--- src/design/udp_socket_demux_table_macros.svh ---
// Assertion macros for the UDP socket demultiplexing table.
`ifndef UDP_SOCKET_DEMUX_TABLE_MACROS_SVH
`define UDP_SOCKET_DEMUX_TABLE_MACROS_SVH

`ifndef SYNTHESIS

`define UDPDT_ASSERT_SAME(label, ante, cons) \
   label: assert property (@(posedge clock) disable iff (reset) (ante) |-> (cons)) \
      else $error("udpdt assertion failed");

`define UDPDT_ASSERT_NEXT(label, ante, cons) \
   label: assert property (@(posedge clock) disable iff (reset) (ante) |=> (cons)) \
      else $error("udpdt assertion failed");

`else

`define UDPDT_ASSERT_SAME(label, ante, cons)

`define UDPDT_ASSERT_NEXT(label, ante, cons)

`endif

`endif

--- src/design/udpdt_pkg.sv ---
// Package with types, codes and defaults of the UDP socket demultiplexing table.
`default_nettype none

package udpdt_pkg;

   localparam int TABLE_DEPTH_DEF = 16;
   localparam int PORT_FIRST_DEF  = 4096;
   localparam int PORT_LAST_DEF   = 32767;

   localparam int ADDR_W      = 32;
   localparam int PORT_W      = 16;
   localparam int SLOT_W      = 4;
   localparam int CSR_INDEX_W = 1;
   localparam int CSR_DATA_W  = 32;

   localparam logic [1:0] OP_BIND    = 2'd0;
   localparam logic [1:0] OP_CONNECT = 2'd1;
   localparam logic [1:0] OP_REMOVE  = 2'd2;
   localparam logic [1:0] OP_LOOKUP  = 2'd3;

   localparam logic [1:0] STATUS_OK           = 2'd0;
   localparam logic [1:0] STATUS_ADDR_UNAVAIL = 2'd1;
   localparam logic [1:0] STATUS_NO_SLOT      = 2'd2;

   localparam logic [CSR_INDEX_W-1:0] CSR_OWN_ADDRESS = 1'd0;
   localparam logic [CSR_INDEX_W-1:0] CSR_NET_MASK    = 1'd1;

   localparam logic [ADDR_W-1:0] NET_MASK_RESET = 32'hFFFF_FF00;
   localparam logic [3:0]        MCAST_NIBBLE   = 4'hE;

   typedef struct packed {
      logic [1:0]        op;
      logic [SLOT_W-1:0] slot;
      logic [ADDR_W-1:0] ip_a;
      logic [ADDR_W-1:0] ip_b;
      logic [PORT_W-1:0] port_a;
      logic [PORT_W-1:0] port_b;
   } req_type;

   typedef struct packed {
      logic [1:0]        status;
      logic [SLOT_W-1:0] slot_out;
      logic [PORT_W-1:0] local_port_out;
      logic              send_unreachable;
   } rsp_type;

   typedef struct packed {
      logic [ADDR_W-1:0] local_address;
      logic [PORT_W-1:0] bound_port;
      logic [ADDR_W-1:0] remote_address;
      logic [PORT_W-1:0] peer_port;
   } entry_type;

   typedef struct packed {
      logic write_entry;
      logic link;
      logic unlink;
      logic connect;
   } tbl_cmd_type;

   typedef struct packed {
      logic listed;
      logic connected;
      logic taken;
   } tbl_stat_type;

   typedef enum logic [2:0] {
      ST_IDLE,
      ST_READ,
      ST_MODIFY,
      ST_ALLOC,
      ST_COMMIT,
      ST_SCAN,
      ST_SCAN_LAST,
      ST_REPLY
   } state_type;

endpackage

`default_nettype wire

--- src/design/udpdt_table.sv ---
// Slot storage: endpoint memory, list ranks, flags and the port-in-use check.
`default_nettype none

module udpdt_table import udpdt_pkg::*; #(
   parameter int TABLE_DEPTH = TABLE_DEPTH_DEF
) (
   input  logic                           clock,
   input  logic                           reset,
   input  logic [$clog2(TABLE_DEPTH)-1:0] idx,
   input  tbl_cmd_type                    cmd,
   input  entry_type                      wdata,
   input  logic [PORT_W-1:0]              cand,
   output entry_type                      rd_entry,
   output logic [$clog2(TABLE_DEPTH)-1:0] rd_rank,
   output tbl_stat_type                   stat
);

   localparam int IDX_W = $clog2(TABLE_DEPTH);

   entry_type         mem [TABLE_DEPTH];
   entry_type         rd_entry_ff;
   logic              rd_listed_ff;
   logic              rd_conn_ff;
   logic [IDX_W-1:0]  rd_rank_ff;

   logic [TABLE_DEPTH-1:0] listed_ff, listed_in;
   logic [TABLE_DEPTH-1:0] conn_ff, conn_in;
   logic [IDX_W-1:0]       rank_ff [TABLE_DEPTH];
   logic [IDX_W-1:0]       rank_in [TABLE_DEPTH];
   logic [PORT_W-1:0]      port_ff [TABLE_DEPTH];
   logic [PORT_W-1:0]      port_in [TABLE_DEPTH];
   logic                   taken;

   always_ff @(posedge clock) begin
      if (cmd.write_entry) begin
         mem[idx] <= wdata;
      end
      rd_entry_ff  <= mem[idx];
      rd_listed_ff <= listed_ff[idx];
      rd_conn_ff   <= conn_ff[idx];
      rd_rank_ff   <= rank_ff[idx];
   end

   // A slot that is not listed holds no endpoint, so its fields read as zero.
   assign rd_entry = rd_listed_ff ? rd_entry_ff : '0;
   assign rd_rank  = rd_rank_ff;

   always_comb begin
      listed_in = listed_ff;
      conn_in   = conn_ff;
      rank_in   = rank_ff;
      port_in   = port_ff;
      for (int i = 0; i < TABLE_DEPTH; i++) begin
         if (cmd.link && !rd_listed_ff && listed_ff[i]) begin
            rank_in[i] = rank_ff[i] + IDX_W'(1);
         end
         if (cmd.unlink && rd_listed_ff && listed_ff[i] && (rank_ff[i] > rd_rank_ff)) begin
            rank_in[i] = rank_ff[i] - IDX_W'(1);
         end
      end
      if (cmd.write_entry) begin
         port_in[idx] = wdata.bound_port;
      end
      if (cmd.connect) begin
         conn_in[idx] = 1'b1;
      end
      if (cmd.link) begin
         listed_in[idx] = 1'b1;
         if (!rd_listed_ff) begin
            rank_in[idx] = '0;
         end
      end
      if (cmd.unlink) begin
         listed_in[idx] = 1'b0;
         conn_in[idx]   = 1'b0;
         rank_in[idx]   = '0;
      end
   end

   always_ff @(posedge clock) begin
      if (reset) begin
         listed_ff <= '0;
         conn_ff   <= '0;
         for (int i = 0; i < TABLE_DEPTH; i++) begin
            rank_ff[i] <= '0;
         end
      end else begin
         listed_ff <= listed_in;
         conn_ff   <= conn_in;
         rank_ff   <= rank_in;
      end
   end

   always_ff @(posedge clock) begin
      port_ff <= port_in;
   end

   always_comb begin
      taken = 1'b0;
      for (int i = 0; i < TABLE_DEPTH; i++) begin
         if (listed_ff[i] && (port_ff[i] == cand)) begin
            taken = 1'b1;
         end
      end
   end

   assign stat.listed    = rd_listed_ff;
   assign stat.connected = rd_conn_ff;
   assign stat.taken     = taken;

endmodule

`default_nettype wire

--- src/design/udp_socket_demux_table.sv ---
// Top level of the UDP socket demultiplexing table: sequencer, lookup scan, port drawing.
// One word at a time; busy drops in the cycle of the result strobe, results cannot be stalled.
// Lookup: the scan compares one table entry per cycle through the whole table, then strobes.
// Bind/connect: read, modify, commit; remove or a refused bind: read, modify. A drawn port
// tries at most TABLE_DEPTH + 1 candidates. A slot beyond the table is answered from idle.
// Synchronous reset empties the table at once; there is no clearing pass.
`default_nettype none

module udp_socket_demux_table import udpdt_pkg::*; #(
   parameter int TABLE_DEPTH = TABLE_DEPTH_DEF,
   parameter int PORT_FIRST  = PORT_FIRST_DEF,
   parameter int PORT_LAST   = PORT_LAST_DEF
) (
   input  logic                   clock,
   input  logic                   reset,
   input  logic                   start,
   output logic                   busy,
   input  req_type                req_word,
   output logic                   rsp_strobe,
   output rsp_type                rsp_word,
   input  logic                   csr_we,
   input  logic [CSR_INDEX_W-1:0] csr_index,
   input  logic [CSR_DATA_W-1:0]  csr_wdata
);

`include "udp_socket_demux_table_macros.svh"

   localparam int IDX_W = $clog2(TABLE_DEPTH);
   localparam int TRY_W = $clog2(TABLE_DEPTH + 1);

   state_type         state_ff, state_in;
   req_type           req_ff;
   logic [IDX_W-1:0]  idx_ff, idx_in;
   entry_type         wk_ff, wk_in;
   logic [PORT_W-1:0] last_port_ff, last_port_in;
   logic [TRY_W-1:0]  tries_ff, tries_in;
   logic [ADDR_W-1:0] own_addr_ff, net_mask_ff;
   logic              rsp_valid_ff;
   rsp_type           rsp_ff, rsp_in;
   logic              rsp_load;
   logic              rd_live_ff;
   logic [IDX_W-1:0]  rd_idx_ff;

   logic              ex_vld_ff, wd_vld_ff;
   logic [IDX_W-1:0]  ex_idx_ff, wd_idx_ff, ex_rank_ff, wd_rank_ff;
   logic [PORT_W-1:0] ex_port_ff, wd_port_ff;

   tbl_cmd_type       cmd;
   entry_type         rd_entry;
   logic [IDX_W-1:0]  rd_rank;
   tbl_stat_type      stat;

   logic              accept;
   logic              slot_ok;
   logic              bind_refused;
   logic [PORT_W:0]   cand_sum;
   logic [PORT_W-1:0] cand;
   logic              alloc_done;
   logic              base_fit, hit_exact, hit_wild, take_exact, take_wild;
   logic [ADDR_W-1:0] host_bits;
   logic              bcast, mcast;

   udpdt_table #(
      .TABLE_DEPTH(TABLE_DEPTH)
   ) u_table (
      .clock   (clock),
      .reset   (reset),
      .idx     (idx_ff),
      .cmd     (cmd),
      .wdata   (wk_ff),
      .cand    (cand),
      .rd_entry(rd_entry),
      .rd_rank (rd_rank),
      .stat    (stat)
   );

   assign accept       = start && !busy;
   assign busy         = (state_ff != ST_IDLE);
   assign slot_ok      = (32'(req_word.slot) < 32'(TABLE_DEPTH));
   assign bind_refused = (req_ff.ip_a != '0) && (req_ff.ip_a != own_addr_ff);

   assign cand_sum   = {1'b0, last_port_ff} + (PORT_W + 1)'(1);
   assign cand       = ((cand_sum > (PORT_W + 1)'(PORT_LAST)) ||
                        (cand_sum < (PORT_W + 1)'(PORT_FIRST))) ?
                       PORT_W'(PORT_FIRST) : cand_sum[PORT_W-1:0];
   assign alloc_done = !stat.taken || (tries_ff == TRY_W'(TABLE_DEPTH));

   assign base_fit  = stat.listed && (rd_entry.bound_port == req_ff.port_b) &&
                      ((rd_entry.remote_address == '0) ||
                       (rd_entry.remote_address == req_ff.ip_a)) &&
                      ((rd_entry.local_address == '0) ||
                       (rd_entry.local_address == req_ff.ip_b));
   assign hit_exact  = base_fit && (rd_entry.peer_port == req_ff.port_a);
   assign hit_wild   = base_fit && !stat.connected;
   assign take_exact = rd_live_ff && hit_exact && (!ex_vld_ff || (rd_rank < ex_rank_ff));
   assign take_wild  = rd_live_ff && hit_wild && (!wd_vld_ff || (rd_rank < wd_rank_ff));

   assign host_bits = ~net_mask_ff;
   assign bcast     = ((req_ff.ip_b & host_bits) == host_bits) ||
                      (req_ff.ip_b == '1) || (req_ff.ip_b == '0);
   assign mcast     = (req_ff.ip_b[ADDR_W-1 -: 4] == MCAST_NIBBLE);

   always_comb begin
      state_in = state_ff;
      case (state_ff)
         ST_IDLE: begin
            if (accept) begin
               if (req_word.op == OP_LOOKUP) begin
                  state_in = ST_SCAN;
               end else if (slot_ok) begin
                  state_in = ST_READ;
               end
            end
         end
         ST_READ: begin
            state_in = ST_MODIFY;
         end
         ST_MODIFY: begin
            case (req_ff.op)
               OP_BIND: begin
                  if (bind_refused) begin
                     state_in = ST_IDLE;
                  end else if (req_ff.port_a != '0) begin
                     state_in = ST_COMMIT;
                  end else begin
                     state_in = ST_ALLOC;
                  end
               end
               OP_CONNECT: begin
                  state_in = (rd_entry.bound_port == '0) ? ST_ALLOC : ST_COMMIT;
               end
               OP_REMOVE: begin
                  state_in = ST_IDLE;
               end
               default: begin
                  state_in = ST_IDLE;
               end
            endcase
         end
         ST_ALLOC: begin
            if (alloc_done) begin
               state_in = ST_COMMIT;
            end
         end
         ST_COMMIT: begin
            state_in = ST_IDLE;
         end
         ST_SCAN: begin
            if (idx_ff == IDX_W'(TABLE_DEPTH - 1)) begin
               state_in = ST_SCAN_LAST;
            end
         end
         ST_SCAN_LAST: begin
            state_in = ST_REPLY;
         end
         ST_REPLY: begin
            state_in = ST_IDLE;
         end
         default: begin
            state_in = ST_IDLE;
         end
      endcase
   end

   always_comb begin
      idx_in       = idx_ff;
      wk_in        = wk_ff;
      tries_in     = tries_ff;
      last_port_in = last_port_ff;
      cmd          = '0;
      rsp_load     = 1'b0;
      rsp_in       = '0;
      case (state_ff)
         ST_IDLE: begin
            if (accept) begin
               if (req_word.op == OP_LOOKUP) begin
                  idx_in = '0;
               end else if (slot_ok) begin
                  idx_in = IDX_W'(req_word.slot);
               end else begin
                  rsp_load        = 1'b1;
                  rsp_in.status   = STATUS_NO_SLOT;
                  rsp_in.slot_out = req_word.slot;
               end
            end
         end
         ST_MODIFY: begin
            wk_in    = rd_entry;
            tries_in = '0;
            case (req_ff.op)
               OP_BIND: begin
                  if (bind_refused) begin
                     rsp_load              = 1'b1;
                     rsp_in.status         = STATUS_ADDR_UNAVAIL;
                     rsp_in.slot_out       = req_ff.slot;
                     rsp_in.local_port_out = rd_entry.bound_port;
                  end else begin
                     wk_in.local_address = req_ff.ip_a;
                     if (req_ff.port_a != '0) begin
                        wk_in.bound_port = req_ff.port_a;
                     end
                  end
               end
               OP_CONNECT: begin
                  wk_in.remote_address = req_ff.ip_a;
                  wk_in.peer_port      = req_ff.port_a;
               end
               OP_REMOVE: begin
                  cmd.unlink      = 1'b1;
                  rsp_load        = 1'b1;
                  rsp_in.status   = STATUS_OK;
                  rsp_in.slot_out = req_ff.slot;
               end
               default: begin
                  wk_in = rd_entry;
               end
            endcase
         end
         ST_ALLOC: begin
            last_port_in = cand;
            tries_in     = tries_ff + TRY_W'(1);
            if (alloc_done) begin
               wk_in.bound_port = cand;
            end
         end
         ST_COMMIT: begin
            cmd.write_entry       = 1'b1;
            cmd.link              = 1'b1;
            cmd.connect           = (req_ff.op == OP_CONNECT);
            rsp_load              = 1'b1;
            rsp_in.status         = STATUS_OK;
            rsp_in.slot_out       = req_ff.slot;
            rsp_in.local_port_out = wk_ff.bound_port;
         end
         ST_SCAN: begin
            if (idx_ff != IDX_W'(TABLE_DEPTH - 1)) begin
               idx_in = idx_ff + IDX_W'(1);
            end
         end
         ST_REPLY: begin
            rsp_load = 1'b1;
            if (ex_vld_ff) begin
               rsp_in.status         = STATUS_OK;
               rsp_in.slot_out       = SLOT_W'(ex_idx_ff);
               rsp_in.local_port_out = ex_port_ff;
            end else if (wd_vld_ff) begin
               rsp_in.status         = STATUS_OK;
               rsp_in.slot_out       = SLOT_W'(wd_idx_ff);
               rsp_in.local_port_out = wd_port_ff;
            end else begin
               rsp_in.status           = STATUS_NO_SLOT;
               rsp_in.send_unreachable = !bcast && !mcast;
            end
         end
         default: begin
            cmd = '0;
         end
      endcase
   end

   always_ff @(posedge clock) begin
      if (reset) begin
         state_ff     <= ST_IDLE;
         idx_ff       <= '0;
         last_port_ff <= PORT_W'(PORT_FIRST);
         tries_ff     <= '0;
         own_addr_ff  <= '0;
         net_mask_ff  <= NET_MASK_RESET;
         rsp_valid_ff <= 1'b0;
         rd_live_ff   <= 1'b0;
         ex_vld_ff    <= 1'b0;
         wd_vld_ff    <= 1'b0;
      end else begin
         state_ff     <= state_in;
         idx_ff       <= idx_in;
         last_port_ff <= last_port_in;
         tries_ff     <= tries_in;
         rsp_valid_ff <= rsp_load;
         rd_live_ff   <= (state_ff == ST_SCAN);
         if (csr_we && (csr_index == CSR_OWN_ADDRESS)) begin
            own_addr_ff <= csr_wdata;
         end
         if (csr_we && (csr_index == CSR_NET_MASK)) begin
            net_mask_ff <= csr_wdata;
         end
         if (accept) begin
            ex_vld_ff <= 1'b0;
            wd_vld_ff <= 1'b0;
         end else begin
            if (take_exact) begin
               ex_vld_ff <= 1'b1;
            end
            if (take_wild) begin
               wd_vld_ff <= 1'b1;
            end
         end
      end
   end

   always_ff @(posedge clock) begin
      if (accept) begin
         req_ff <= req_word;
      end
      wk_ff     <= wk_in;
      rd_idx_ff <= idx_ff;
      if (rsp_load) begin
         rsp_ff <= rsp_in;
      end
      if (take_exact) begin
         ex_idx_ff  <= rd_idx_ff;
         ex_rank_ff <= rd_rank;
         ex_port_ff <= rd_entry.bound_port;
      end
      if (take_wild) begin
         wd_idx_ff  <= rd_idx_ff;
         wd_rank_ff <= rd_rank;
         wd_port_ff <= rd_entry.bound_port;
      end
   end

   assign rsp_strobe = rsp_valid_ff;
   assign rsp_word   = rsp_ff;

   `UDPDT_ASSERT_NEXT(a_accept_moves_on, start && !busy, busy || rsp_strobe)
   `UDPDT_ASSERT_SAME(a_result_when_idle, rsp_strobe, !busy)
   `UDPDT_ASSERT_SAME(a_alloc_bounded, state_ff == ST_ALLOC, tries_ff <= TRY_W'(TABLE_DEPTH))
   `UDPDT_ASSERT_NEXT(a_scan_feeds_check, state_ff == ST_SCAN, rd_live_ff)

endmodule

`default_nettype wire

--- config.mk ---
export PLATFORM = sky130hd
export DESIGN_NAME = udp_socket_demux_table
export DESIGN_NICKNAME = d
export VERILOG_FILES = /design/src/design/udpdt_pkg.sv /design/src/design/udpdt_table.sv /design/src/design/udp_socket_demux_table.sv
export VERILOG_INCLUDE_DIRS = /design/src /design/src/design
export SDC_FILE = /design/constraint.sdc
export NUM_CORES = 2
export LEC_CHECK = 0
export BUFFER_PORTS_ARGS = -buffer_cell sky130_fd_sc_hd__buf_2
export CORE_ASPECT_RATIO = 0.9
export CORE_MARGIN = 8
export CORE_UTILIZATION = 55
export CTS_BUF_LIST = sky130_fd_sc_hd__clkbuf_4
export CTS_CLUSTER_DIAMETER = 30
export DETAILED_ROUTE_END_ITERATION = 10
export PLACE_DENSITY_LB_ADDON = 0.08
export SETUP_SLACK_MARGIN = 0.5
export SYNTH_ARGS = -nofsm -noshare
export SYNTH_HDL_FRONTEND = slang
export SYNTH_SLANG_ARGS = --single-unit
export TNS_END_PERCENT = 20
--- constraint.sdc ---
create_clock -name clock -period 10.4 [get_ports clock]
set_input_delay 0 -clock clock [delete_from_list [all_inputs] [get_ports clock]]
set_output_delay 0 -clock clock [all_outputs]
set_load 0.02 [all_outputs]
Word-level counts from Yosys, hierarchy flattened
Memory sizes are Yosys's and may differ from the RTL's. A register that Yosys moved wholly into a read port is not among the register bits.
Index checks and enable logic that the tools add are counted.
{"block": "totals", "regBits": 727, "ram_bits": 1536, "input_bits": 139, "output_inout_bits": 25, "elab_cells": 405, "n_memories": 1}
{"block": "classes", "addsub": 35, "magnitude_cmp": 24, "n_eq_ne": 41, "muxes": 108, "bitwise": 13, "reduce_logical": 115}
{"name": "u_table.mem", "depth": 16, "word_bits": 96, "read_ports": 1, "rd_ports_with_merged_regs": 1, "wr": 1, "line_no": "udpdt_table.sv:20", "text": "entry_type mem [TABLE_DEPTH];"}
{"operator": "16-bit equality test", "n": 18}
{"operator": "256-bit bitwise mux", "n": 1}
{"operator": "64-bit 2-to-1 mux", "n": 3}
{"operator": "4-bit 2-to-1 mux", "n": 38}
{"operator": "16-bit 2-to-1 mux", "n": 9}
{"operator": "48-bit 2-to-1 mux", "n": 3}
{"operator": "64-bit AND", "n": 2}
{"operator": "32-bit equality test", "n": 3}
{"operator": "32-bit zero test", "n": 3}
{"operator": "96-bit 2-to-1 mux", "n": 1}
{"operator": "1-bit logical AND", "n": 82}
{"operator": "4-bit by 1-bit adder with 4-bit output (second input constant)", "n": 17}
{"operator": "16-bit demux with 4-bit select", "n": 1}
{"operator": "4-bit > comparator", "n": 16}
{"operator": "64-bit NOT", "n": 1}
{"operator": "4-bit by 1-bit subtractor with 4-bit output (second input constant)", "n": 16}
{"operator": "16-bit one-hot mux with 3 select lines", "n": 1}
{"operator": "16-bit AND", "n": 2}
{"operator": "32-bit AND", "n": 1}
{"operator": "32-bit equality test (second input constant)", "n": 1}
{"operator": "32-bit != test", "n": 1}
{"operator": "32-bit NOT", "n": 1}
{"operator": "16-bit bitwise OR", "n": 2}
{"operator": "16-bit one-hot mux with 2 select lines", "n": 1}
{"operator": "other kinds (51)", "n": 112}

Depth between registers and ports, before layout
{"block": "logic_depth", "word_depth": 26, "ltp_mapped": 19, "depth_no_buf": 13}

Modules after synthesis
A second synthesis with hierarchy kept.
{"block": "hier_totals", "hier_cells": 4918, "area_unflattened_um2": 87054.7}
{"mod": "udpdt_table", "n_inst": 1, "cells_each": 3583, "area_each_um2": 70629.0, "seq_area_each_um2": 50088.0}
{"mod": "udp_socket_demux_table", "n_inst": 1, "cells_each": 1335, "area_each_um2": 16425.8, "seq_area_each_um2": 10079.7}

Least setup slack after synthesis
OpenSTA, ideal clock, no wires.
{"block": "synth_timing", "path_type": "register to register", "start": "reg state_ff[2]", "end": "reg idx_ff[0]", "setup_ns": 0.084, "arrival_ns": 6.130, "t_required_ns": 10.316, "path_slack_ns": 4.186, "path_stages_with_launch": 7, "path_buffers": 0, "synth_period_minus_slack_ns": 6.214, "path_cell_list": "dfxtp_1 or3_1 nor2_1 a21oi_1 nor3_1 a21oi_1 a21oi_1"}
{"block": "synth_between", "elab_chain_cells": 5, "elab_cells_between_ends": 10, "cone_classes": "eq/ne (3); mux (1); reduce/logical (6)"}
{"item": "start, declared", "line_no": "udp_socket_demux_table.sv:31", "text": "state_type state_ff, state_in;"}
{"item": "start signal, assigned", "line_no": "udp_socket_demux_table.sv:274", "text": "state_ff <= state_in;"}
{"item": "3-bit nonzero test", "line_no": "udp_socket_demux_table.sv:78", "text": "assign busy = (state_ff != ST_IDLE);"}
{"item": "net busy", "line_no": "udp_socket_demux_table.sv:17", "text": "output logic busy,"}
{"item": "1-bit zero test", "line_no": "udp_socket_demux_table.sv:77", "text": "assign accept = start && !busy;"}
{"item": "1-bit logical AND", "line_no": "udp_socket_demux_table.sv:77"}
{"item": "net accept", "line_no": "udp_socket_demux_table.sv:53", "text": "logic accept;"}
{"item": "2-bit != test (no source line)"}
{"item": "3-bit AND reduction (no source line)"}
{"item": "end signal, assigned", "line_no": "udp_socket_demux_table.sv:275", "text": "idx_ff <= idx_in;"}
{"item": "end, declared", "line_no": "udp_socket_demux_table.sv:33", "text": "logic [IDX_W-1:0] idx_ff, idx_in;"}
The timed path passes the listed nets, and every way through them passes these cells.
A chain may end at the register's enable or synchronous reset.

Worst setup path in the final report
{"block": "layout_timing", "start": "reg last_port_ff[0]", "end": "reg wk_ff[59] (netlist name), enable pin"}
{"block": "layout_between", "elab_chain_cells": 26, "elab_cells_between_ends": 57, "cone_classes": "add/sub (1); order compare (2); eq/ne (17); mux (17); reduce/logical (20)"}
{"item": "start, declared", "line_no": "udp_socket_demux_table.sv:35", "text": "logic [PORT_W-1:0] last_port_ff, last_port_in;"}
{"item": "start signal, assigned", "line_no": "udp_socket_demux_table.sv:265", "text": "last_port_ff <= PORT_W'(PORT_FIRST);"}
{"item": "start signal, assigned", "line_no": "udp_socket_demux_table.sv:276", "text": "last_port_ff <= last_port_in;"}
{"item": "16-bit by 1-bit adder with 17-bit output *", "line_no": "udp_socket_demux_table.sv:82", "text": "assign cand_sum = {1'b0, last_port_ff} + (PORT_W + 1)'(1);"}
{"item": "17-bit by 15-bit > comparator with 1-bit output or 17-bit by 13-bit less-than comparator with 1-bit output (tied branches)", "line_no": "udp_socket_demux_table.sv:83, udp_socket_demux_table.sv:84"}
{"item": "1-bit logical OR", "line_no": "udp_socket_demux_table.sv:83", "text": "assign cand = ((cand_sum > (PORT_W + 1)'(PORT_LAST)) ||"}
{"item": "16-bit 2-to-1 mux *", "line_no": "udp_socket_demux_table.sv:84", "text": "(cand_sum < (PORT_W + 1)'(PORT_FIRST))) ?"}
{"item": "16-bit equality test", "line_no": "udpdt_table.sv:101", "text": "if (listed_ff[i] && (port_ff[i] == cand)) begin"}
{"item": "1-bit logical AND", "line_no": "udpdt_table.sv:101"}
{"item": "1-bit 2-to-1 mux (15 in a row)", "line_no": "udpdt_table.sv:101"}
{"item": "1-bit 2-to-1 mux *", "line_no": "udpdt_table.sv:101"}
{"item": "1-bit zero test *", "line_no": "udp_socket_demux_table.sv:86", "text": "assign alloc_done = !stat.taken || (tries_ff == TRY_W'(TABLE_DEPTH));"}
{"item": "1-bit logical OR *", "line_no": "udp_socket_demux_table.sv:86"}
{"item": "2-bit != test (no source line) *"}
{"item": "2-bit AND reduction (no source line) *"}
{"item": "end signal, assigned", "line_no": "udp_socket_demux_table.sv:304", "text": "wk_ff <= wk_in;"}
{"item": "end, declared", "line_no": "udp_socket_demux_table.sv:34", "text": "entry_type wk_ff, wk_in;"}
Mark *: on every way between the ends. The rest lies on a longest branch, timed or not.

==> run_results.csv <==
group,metric,value,unit
floorplan,core_area,0.1612,mm2
placed_design,place_inst,7589,
timing,finClkSkew,0.1306,ns
outcome,failed_checks,"DRC",
clock_tree,cts_resized,0,
setup_path,critPathKind,"reg2reg",
setup_path,path_max_fanout,40,
routing,ant_nets,0,
floorplan,boundaryPins,164,
clock_tree,clkSinkCount,2103,
clock_tree,path_clk_slew,0.06,ns
clock_tree,clockBufferDepth,4,
cells_and_area,final_cell_mix,"edfxtp_1, clkbuf_4, mux4_2",
synth,ys_types,88,
clock_tree,cts_buffers,565,
placed_design,dpl.hpwl,165.6,mm
setup_path,start_kind,"register",
synth,synth-async-reset-ratio,0,
routing,viasPerCell,6.554,
timing,fin_tns_setup,0,ns
routing,vias,59446,
setup_path,required,11.35,ns
timing,timing.final.crit_share,0.7080,
synth,synth-seq-cells,2103,
timing,worst_pin_slew,1.327,ns
clock_tree,htreeDepth,6,
timing,max_freq,135.8,MHz
cells_and_area,syn_to_final_growth,17.32,%
floorplan,floorplan.die_area,0.1749,mm2
global_route,grt_pass1_wl,411.8,mm
placed_design,portBuffers,163,
power_and_ir_drop,p_leak,34.53,nW
routing,drc,1,
global_route,grt_antenna_before_repair,29,
placed_design,place_congestion,0.9853,
cells_and_area,nNetsFinal,6721,
synth,ys_seq_area_frac,0.6763,
cells_and_area,final_common_cell,"edfxtp_1",
clock_tree,tritoncts,"yes",
timing,min_period,7.363,ns
routing,wirelength,290.7,mm
cells_and_area,finish.instance_area,0.1044,mm2
clock_tree,cts_hold_buffers,446,
clock_tree,cts_root_buffer,"clkbuf_4",
cells_and_area,drive_above_1_share,0.2535,
floorplan,dieWidth,439.9,um
timing,max_slew_margin,0.1029,
synth,yosysWarnings,0,
routing,post_drt_wl_per_cell,32.05,um
cells_and_area,final_cells,9070,
synth,ys.flop_type,"edfxtp_1",
outcome,status,"finished, violations left",
power_and_ir_drop,p_per_area,207.4,mW/mm2
floorplan,row_count,140,
global_route,grt.overflow.total,0,
worst_hold_path,hold_path_class,"in2reg",
synth,syn_avg_cell_area,16.20,um2
placed_design,place_area,0.09247,mm2
synth,syn_nets,5740,
global_route,first_global_vias,58387,
timing,rsz0062_at_grt,"false",
routing,dr.pass1.iters,11,
global_route,grt_max_degree,127,
global_route,grtUsageTotal,0.3266,
timing,hold_viol_final,0,
power_and_ir_drop,ir_worst_vdd,0.1536,mV
setup_path,cp.arrival,8.32,ns
synth,netlist_instances,5491,
floorplan,die_h,397.5,um
floorplan,initial_utilization,0.5520,
clock_tree,cts_post_setup_buffers_inserted,0,
timing,setup_viol_count_final,0,
routing,drt_first_iter_violations,8502,
clock_tree,worstSkewPairLatency,1.37,ns
synth,syn_area,0.08896,mm2
synth,synth_edf_count,1805,
timing,slew_viol_final,0,
job,drv_cap,0,
setup_path,critPathCaptureType,"register",
[path summary, 6_finish.rpt]
path,start,cells past startpoint,slack [ns],endpoint
worst min register to register,rd_idx_ff[2],0,0.43,ex_idx_ff[2]
worst max register to register,last_port_ff[0],16,3.04,wk_ff[59]
worst min-delay path,start,5,0.12,state_ff[0]
worst max-delay path,last_port_ff[0],16,3.04,wk_ff[59]
[cell families (layout without fill, tap and decap cells)]
group	Yosys count	count (layout)	synth area share
buf+inv	415	1828	0.01813
fa+ha+maj	110	110	0.01547
other cells	0	36	0
compound gates	843	843	0.06368
flops	2103	2103	0.6763
mux	523	523	0.1306
xor+xnor	254	254	0.02516
simple gates	1243	1243	0.07062
[stage by stage]
stage,power (mW),util,hold slack [ns],worst slack [ns]
after floorplan,12.70,-,0.09887,4.186
after global placement,13.98,0.5738,0.1760,3.380
after detailed placement,14.02,0.5738,0.1781,3.240
after CTS,21.60,0.6471,0.004148,3.117
after global routing,22.39,0.6474,0.01883,2.903
final,21.65,0.6476,0.1247,3.037
[sequential cells by signal, summed over array words and instances, names as in the netlist, 5 cells and up, named ones only]
name                 cells
req_ff                 102
tries_ff                 5
u_table.rank_ff         64
rsp_word                23
ex_port_ff              16
u_table.port_ff        240
own_addr_ff             32
net_mask_ff             32
wd_port_ff              16
u_table.rd_entry_ff     96
u_table.mem           1296
wk_ff                   96
u_table.listed_ff       16
last_port_ff            16
[synth_stat cells, types with 53 or more instances]
cell | n | area (um2)
edfxtp_1 | 1805 | 54200
mux4_2 | 510 | 11490
nand2_1 | 408 | 1531
dfxtp_1 | 298 | 5966
nor2_1 | 229 | 859.6
clkbuf_1 | 224 | 840.8
xnor2_1 | 198 | 1734
o21ai_0 | 197 | 986.0
a21oi_1 | 153 | 765.7
nand3_1 | 135 | 675.7
ha_1 | 110 | 1376
inv_1 | 105 | 394.1
a22oi_1 | 80 | 600.6
nand4_1 | 73 | 456.7
a31oi_1 | 64 | 400.4
nand3b_1 | 62 | 465.5
xor2_1 | 55 | 481.7
nor3_1 | 53 | 265.3
nor4_1 | 53 | 331.6
[area by class of cell]
cell class,count,area [um2]
tap,2130,2665
multi-input combinational,2973,27430
clock buffer,832,6246
sequential,2103,60180
fill,11416,56790
timing repair buffer,722,6254
antenna,36,90.09
clock inverter,167,1089
inverter,107,409.1
[critical path, stage by stage (launching register included)]
cell       delay [ns]
dfxtp_1          0.30
buf_4            0.35
ha_1             0.54
nand3_1          0.23
xnor2_2          0.17
buf_4            0.43
nand4_1          0.44
o41a_1           0.53
buf_4            0.32
nor2_4           0.59
buf_4            0.54
a2bb2oi_1        0.25
nor4_1           0.10
and4b_1          0.22
a2111o_1         0.45
nor4_2           0.65
o31a_1           0.73
[where the power goes]
part | switching [mW] | total (mW) | internal [mW]
clock | 3.49 | 7.56 | 4.07
sequential | 0.999 | 10.9 | 9.88
combinational | 1.70 | 3.21 | 1.51
total | 6.18 | 21.6 | 15.5
[per-layer routing]
layer  vias up  share of wire  global-route usage
met5         -        0.00028           0.0002779
met4         8          0.043              0.1354
met3       871           0.11             0.09565
met2      3913           0.45              0.4874
met1     30188           0.40              0.4537
li1      24466              -                   -
Note: power is estimated with default switching activity, not from simulation.
